--- config.mk ---
export PLATFORM = sky130hd
export DESIGN_NAME = rtcf_lane
export DESIGN_NICKNAME = d
export VERILOG_FILES = /design/src/hdl/rtcf_pkg.sv /design/src/hdl/rtcf_lane.sv
export SDC_FILE = /design/constraint.sdc
export NUM_CORES = 1
export LEC_CHECK = 0
export ABC_AREA = 1
export BUFFER_PORTS_ARGS = -buffer_cell sky130_fd_sc_hd__buf_4
export CORE_MARGIN = 5
export CORE_UTILIZATION = 50
export DETAILED_ROUTE_END_ITERATION = 6
export PLACE_DENSITY = 0.77
export SETUP_SLACK_MARGIN = 0.15
export SYNTH_ARGS = -nofsm -noshare
export SYNTH_HDL_FRONTEND = slang
export SYNTH_SLANG_ARGS = --single-unit
--- constraint.sdc ---
create_clock -name vclk -period 6.4
set_input_delay 0.64 -clock vclk [all_inputs]
set_output_delay 0.64 -clock vclk [all_outputs]
set_load 0.02 [all_outputs]
--- src/hdl/rtcf_pkg.sv ---
// shared types, constants and register codes for the raised-cosine fade block
// no dependencies
`timescale 1ns / 1ps

package rtcf_pkg;

  localparam int CHANNELS         = 4;
  localparam int TABLE_SIZE_DEF   = 1024;
  localparam int SAMPLE_W         = 24;
  localparam int GAIN_W           = 17;
  localparam int LEN_W            = 20;
  localparam int STEP_W           = 27;
  localparam int COUNT_W          = 19;
  localparam int CFG_IDX_W        = 3;

  localparam logic [GAIN_W-1:0] UNITY_GAIN = 17'd65536;
  localparam logic [LEN_W-1:0]  MAX_LEN    = 20'd524288;

  localparam logic [LEN_W-1:0]  START_LEN_RST  = 20'd1200;
  localparam logic [LEN_W-1:0]  END_LEN_RST    = 20'd1200;
  localparam logic [STEP_W-1:0] START_STEP_RST = 27'd55924;
  localparam logic [STEP_W-1:0] END_STEP_RST   = 27'd55924;

  localparam logic [63:0] PI_Q30  = 64'd3373259426;
  localparam logic [63:0] ONE_Q30 = 64'd1 << 30;

  typedef enum logic [CFG_IDX_W-1:0] {
    REG_START_LEN  = 3'd0,
    REG_END_LEN    = 3'd1,
    REG_START_STEP = 3'd2,
    REG_END_STEP   = 3'd3
  } cfg_reg_t;

  typedef enum logic [2:0] {
    ST_IDLE,
    ST_INDEX,
    ST_LOOKUP,
    ST_WEIGHT,
    ST_GAIN,
    ST_SCALE
  } state_t;

  typedef struct packed {
    logic                       rolling;
    logic signed [SAMPLE_W-1:0] sample_in_0;
    logic signed [SAMPLE_W-1:0] sample_in_1;
    logic signed [SAMPLE_W-1:0] sample_in_2;
    logic signed [SAMPLE_W-1:0] sample_in_3;
  } in_t;

  typedef struct packed {
    logic signed [SAMPLE_W-1:0] sample_out_0;
    logic signed [SAMPLE_W-1:0] sample_out_1;
    logic signed [SAMPLE_W-1:0] sample_out_2;
    logic signed [SAMPLE_W-1:0] sample_out_3;
    logic [GAIN_W-1:0]          applied_gain;
  } out_t;

  // sequencer strobes towards the datapath
  typedef struct packed {
    logic accept;
    logic index;
    logic weight;
    logic gain;
    logic scale;
  } ctl_t;

endpackage

--- src/hdl/rtcf_lane.sv ---
// one channel lane: sample times q16 gain, floored back to 24 bits
// depends on rtcf_pkg
`timescale 1ns / 1ps

module rtcf_lane (
  input  logic signed [rtcf_pkg::SAMPLE_W-1:0] sample,
  input  logic [rtcf_pkg::GAIN_W-1:0]          gain,
  output logic signed [rtcf_pkg::SAMPLE_W-1:0] scaled
);

  logic signed [rtcf_pkg::SAMPLE_W+rtcf_pkg::GAIN_W:0] prod;

  // arithmetic shift gives floor for negative products
  assign prod   = sample * $signed({1'b0, gain});
  assign scaled = prod[rtcf_pkg::SAMPLE_W+15:16];

endmodule
# == After elaboration in Yosys (flattened, before gate mapping) ==
# Index checks and enable logic that the tools add are counted.
# op_classes
n_mul,1
# op_table
cell,count
multiplier 24 x 18 -> 40 bit,1
# word_totals
output_inout_bits,24
register_bits,0
elab_cells,1

# == Longest topological paths before layout ==
# Gate-level depths: netlist of run 1.
# logic_depth
ltp_word,1
ltp_mapped,31
mapped_depth_nobuf,29

# == Worst setup path after synthesis of run 1 ==
# OpenSTA, ideal clock, no wires.
# synth_path
kind,input to output
start,in sample[23] in the netlist's numbering
end,out scaled[19] in the netlist's numbering
setup_slack_ps,-97
t_arrival_ps,5857
path_stages,20
required_time_ps,5760
path_buffers,2
cell_sequence,buf_2 > clkbuf_1 > nand2_1 > fa_1 > fa_1 > inv_1 > fa_1 > fa_1 > fa_1 > inv_1 > fa_1 > inv_1 > ha_1 > nand2_1 > nor2_1 > nand2_1 > nor3_1 > nand2_1 > nand2_1 > xor2_1
# synth_via
elab_chain_cells,1
# synth_rtl
item,line_no,source
from (decl),rtcf_lane.sv:6,"input logic signed [rtcf_pkg::SAMPLE_W-1:0] sample,"
multiplier 24 x 18 -> 40 bit,rtcf_lane.sv:14,"assign prod = sample * $signed({1'b0, gain});"
to (decl),rtcf_lane.sv:8,output logic signed [rtcf_pkg::SAMPLE_W-1:0] scaled
# Every way passes these cells.

# == Worst setup path after layout of run 1 ==
# layout_path
start,in sample[9] in the netlist's numbering
end,out scaled[23] in the netlist's numbering
# Same word-level chain as after synthesis.

==> results.toml, run 1 <==
[run_status]
status = "finished with violations"
violations = "negative setup slack"

[global_route]
grt_first_pass_wirelength_um = 69800
gr-total-overflow = 0
first_global_vias = 14800
grt_usage_pct = 25.3
grt_start_max_net_pins = 26
antenna_found_initial = 0

[routing]
post-route-drc-count = 0
drt-initial-drc-count = 870
antenna_left = 0
wl_um = 44700
vias = 13500
wl_per_cell_um = 16.8
avgViaCountPerCell = 5.10
drt-pass1-iter-count = 5

[worst_hold_path]
hold_class = "input pin to primary output"
holdCritStartpoint = "sample[23]"
min_to = "scaled[23]"
min_path_cells = 11

[cells_and_area]
drive_above_1_share_pct = 22.3
diodes = 0
final_cell_area_sq_um = 19200
areaGrowthSynthToFinish_pct = 25.1
clkbuf_count = 0
nets = 2782
nFlopsAndLatches = 0
regArea_sq_um = 0

[floorplan]
core_area_sq_um = 30400
start_util_pct = 50.4
die_area_sq_um = 34300
ios = 65
die_w_um = 185
rows = 64
die_h_um = 185

[timing]
setup_viol = 1
timing.fmax_mhz = 156
hold_viol_final = 0
maxSlewViolCount = 0
worst_slack_ns = -0.000110
period_minus_slack_ns = 6.40
tightest_slew_ns = 0.440
period_share_pct = 100
rsz0062_at_grt = "true"
max_slew_margin_pct = 70.7

[worst_setup_path]
cp_common_cell = "fa_1"
critPathSlowestCell = "fa_1"
cp.arrival_ns = 5.76
max_stage_delay_ns = 0.57
path_buf_inv = 10
cp_max_fo = 7
end_kind = "primary output"
worstPathRequired_ns = 5.76
critPathLaunchType = "input pin"
critPathKind = "input pin to primary output"
critPathTopFamily = "adder cells"

[logic_synthesis]
syn_nets = 2622
synth.cell_area_sq_um = 15300
yosysSeqAreaShare_pct = 0
yosysUniqueCellTypes = 31
yosys_warnings = 0
syn_inst = 2100
postSynthAreaPerCell_sq_um = 7.30

[placement]
gp_congestion = 0.944
post-dp-hpwl_um = 34500
dpl_cell_area_sq_um = 17200
numPortBuffers = 65

[run]
maxCapViolations = 0

[clock_tree]
hold_buffers = 0
==> kinds of logic after synthesis <==
| kind of cell | after synthesis | share of synthesized area [%] |
|---|---|---|
| xor+xnor | 12 | 0.685 |
| fa+ha+maj | 481 | 58.2 |
| compound gates | 66 | 2.37 |
| simple gates | 734 | 19.0 |
| buf+inv | 807 | 19.8 |
==> worst max path at each step <==
stage | from | end | slack, ns | depth (start not counted)
6_report | sample[9] | scaled[23] | -0.0001 | 26
5_1_grt | gain[10] | scaled[15] | -0.13 | 26
4_1_cts | sample[13] | scaled[23] | 0.07 | 26
3_5_place_dp | gain[3] | scaled[22] | -0.23 | 21
3_3_place_gp | gain[3] | scaled[22] | -0.19 | 22
2_1_floorplan | sample[19] | scaled[19] | 0.14 | 22
==> layout make-up <==
cell class,instances,area (sq um)
repair buffers,241,2570
inverters,724,2720
multi-input cells,1293,13400
fillers,2414,11300
well taps,396,495
==> cells in the final DEF, fill, tap and decap left out, types with 15 or more instances in the layout <==
| cell | instances |
|---|---|
| inv_1 | 671 |
| nand2_1 | 528 |
| fa_1 | 363 |
| buf_4 | 157 |
| ha_1 | 70 |
| nand2_2 | 57 |
| inv_2 | 51 |
| nor2_1 | 39 |
| buf_6 | 39 |
| nand3_1 | 30 |
| buf_12 | 25 |
| fa_2 | 24 |
| nand2_4 | 23 |
| ha_4 | 23 |
| nor2_4 | 18 |
| a21oi_2 | 15 |
| nor2_2 | 15 |
==> through the flow <==
step | util (%) | instances | setup TNS [ns] | hold WS [ns] | setup WS [ns]
after CTS | 58.6 | 2621 | 0 | 2.20 | 0.0720
after global placement | 56.4 | 2613 | -1.02 | 2.19 | -0.195
after global routing | 63.0 | 2654 | -1.34 | 2.29 | -0.130
after floorplan | - | 2100 | 0 | 1.99 | 0.141
final | 63.0 | 2654 | -0.000110 | 2.20 | -0.000110
after detailed placement | 56.4 | 2613 | -1.83 | 2.26 | -0.228
==> timing repair <==
| action | 4_1_cts | 5_1_grt |
|---|---|---|
| pin swaps | 36 | 147 |
| setup endpoints to repair | 24 | 24 |
| gates resized for setup | 126 | 294 |
| buffers inserted | 7 | 28 |
| gates cloned | 1 | 5 |
==> metal layers <==
layer  track usage, %  up-vias  share of wire (%)
met5                0        -                  0
met4             10.7        0                6.4
met2             48.0      599                 53
li1                 -     6062                  -
met3             1.61      217                6.4
met1             29.5     6669                 35
==> synth_stat cells <==
master | n | area share [%]
a21boi_1 | 1 | 0.049
inv_2 | 4 | 0.098
nand2_1 | 598 | 15
o21ai_0 | 17 | 0.55
inv_1 | 719 | 18
clkinv_1 | 1 | 0.024
fa_1 | 387 | 51
a21boi_0 | 1 | 0.049
a31oi_1 | 1 | 0.041
xor2_1 | 11 | 0.63
xnor2_1 | 1 | 0.057
o21ai_1 | 3 | 0.098
nand4_1 | 3 | 0.12
a21o_1 | 4 | 0.20
o21bai_1 | 5 | 0.24
nor2_2 | 3 | 0.12
nor2_4 | 2 | 0.15
nand3b_1 | 3 | 0.15
clkbuf_1 | 80 | 2.0
nor2_1 | 67 | 1.6
ha_1 | 94 | 7.7
nor3_1 | 4 | 0.13
and3_1 | 2 | 0.082
nand3_1 | 37 | 1.2
buf_2 | 3 | 0.098
nor4_1 | 1 | 0.041
nor3_2 | 3 | 0.20
o211ai_1 | 2 | 0.098
a21oi_1 | 32 | 1.0
nor4_2 | 1 | 0.082
nand2_2 | 10 | 0.41
Power of run 1 is not shown: default switching activity piles up to over one toggle a cycle in this logic, so the estimate is an artifact.
==> run 2: changes to the inputs <==
- SETUP_SLACK_MARGIN: 0.15 -> 0.2
==> run 2 against run 1 <==
  * The run still ends with negative setup slack left
  * First-iteration DRC count grew 9.1%
  * Maximum frequency decreased by 1.0%
  * Critical path type unchanged
  * Core utilization grew 1.2 points
  * Via count grew 1.2%
  * Sequential share of layout area did not move
==> results.toml, run 2 (synthesized netlist as in run 1, its figures left out) <==
[run_status]
status = "finished with violations"
violations = "negative setup slack"

[timing]
period_share_pct = 101
timing.fmax_mhz = 155
max_slew_margin_pct = 73.0
setup_viol = 2
period_minus_slack_ns = 6.47
maxSlewViolCount = 0
worst_slack_ns = -0.0670
rsz0062_at_grt = "true"
tightest_slew_ns = 0.405
hold_viol_final = 0

[worst_hold_path]
min_path_cells = 11
hold_class = "input pin to primary output"
min_to = "scaled[23]"
holdCritStartpoint = "sample[23]"

[cells_and_area]
instances_no_fill = 2684
final_cell_mix = "671 x inv_1, 522 x nand2_1, 359 x fa_1"
drive_above_1_share_pct = 24.2
regArea_sq_um = 0
areaGrowthSynthToFinish_pct = 27.6
mostFrequentLayoutCell = "inv_1"
diodes = 0
clkbuf_count = 0
nFlopsAndLatches = 0
fillers = 2348
nets = 2812

[routing]
avgViaCountPerCell = 5.11
wl_um = 47200
wl_per_cell_um = 17.6
vias = 13700
post-route-drc-count = 0
drt-initial-drc-count = 949
antenna_left = 0
drt-pass1-iter-count = 7

[worst_setup_path]
cp.arrival_ns = 5.83
cp_max_fo = 7
end_kind = "primary output"
critPathLaunchType = "input pin"
critPathKind = "input pin to primary output"
worstPathRequired_ns = 5.76

[floorplan]
die_w_um = 185
core_area_sq_um = 30400
ios = 65
die_h_um = 185
rows = 64
start_util_pct = 50.4
die_area_sq_um = 34300

[placement]
placedCellCount = 2633
post-dp-hpwl_um = 35000
gp_congestion = 0.926
numPortBuffers = 65

[global_route]
grt_usage_pct = 26.8
gr-total-overflow = 0
antenna_found_initial = 0
grt_start_max_net_pins = 26
grt_first_pass_wirelength_um = 73300
first_global_vias = 15200

[run]
maxCapViolations = 0
## run 2: layout make-up
class	instances	area (sq um)	share of cell area (%)
multi-input combinational	1293	13500	69.0
tap	396	495	2.53
inverter	724	2720	13.9
timing repair buffer	271	2840	14.5
## run 2: how the worst max path moves through the flow
stage               start    endpoint  cells after the start
5_1_grt           gain[3]  scaled[23]                     24
3_5_place_dp      gain[3]  scaled[22]                     21
4_1_cts          gain[10]  scaled[22]                     24
2_1_floorplan  sample[16]  scaled[19]                     22
3_3_place_gp      gain[3]  scaled[22]                     21
6_report          gain[3]  scaled[23]                     23
## run 2: critical path, cell delays in order
cell	delay, ns
bufbuf_16	0.25
nand2_1	0.08
fa_1	0.52
fa_1	0.55
inv_1	0.07
fa_1	0.55
inv_1	0.09
fa_1	0.57
fa_1	0.43
fa_1	0.52
inv_1	0.08
ha_4	0.32
nand2_4	0.08
nor2_4	0.14
inv_2	0.05
nor2_1	0.14
and3_1	0.26
nand3_2	0.09
clkinv_1	0.05
nor2_1	0.04
nand3_1	0.05
nand2_1	0.07
buf_4	0.16
## run 2: metrics by stage
stage / TNS [ns] / utilization (%) / hold WS [ns] / setup slack, ns / area (sq um)
floorplan: 0 / - / 1.99 / 0.209 / 15400
global placement: -1.12 / 56.8 / 2.29 / -0.333 / 17300
detailed placement: -2.00 / 56.8 / 2.31 / -0.345 / 17300
CTS: 0 / 61.1 / 2.27 / 0.120 / 18600
global route: -2.39 / 64.3 / 2.37 / -0.198 / 19600
finish: -0.0731 / 64.3 / 2.26 / -0.0670 / 19600
## run 2: timing repair
item                                    CTS  global route
gates cloned                              7             5
pin swaps                               116           104
gates resized for setup                 249           195
setup buffers                            19            20
endpoints found under the setup margin   24            24
endpoints found under the hold margin     0             0
hold buffers                              0             0
## run 2: metal layers
layer	wire length (um)	track usage [%]	vias up
li1	-	-	6131
met1	16500	31.3	6720
met2	23800	48.8	630
met3	3780	2.97	226
met4	3120	13.2	0
met5	0	0	-
Power of run 2 is left out for the same reason.
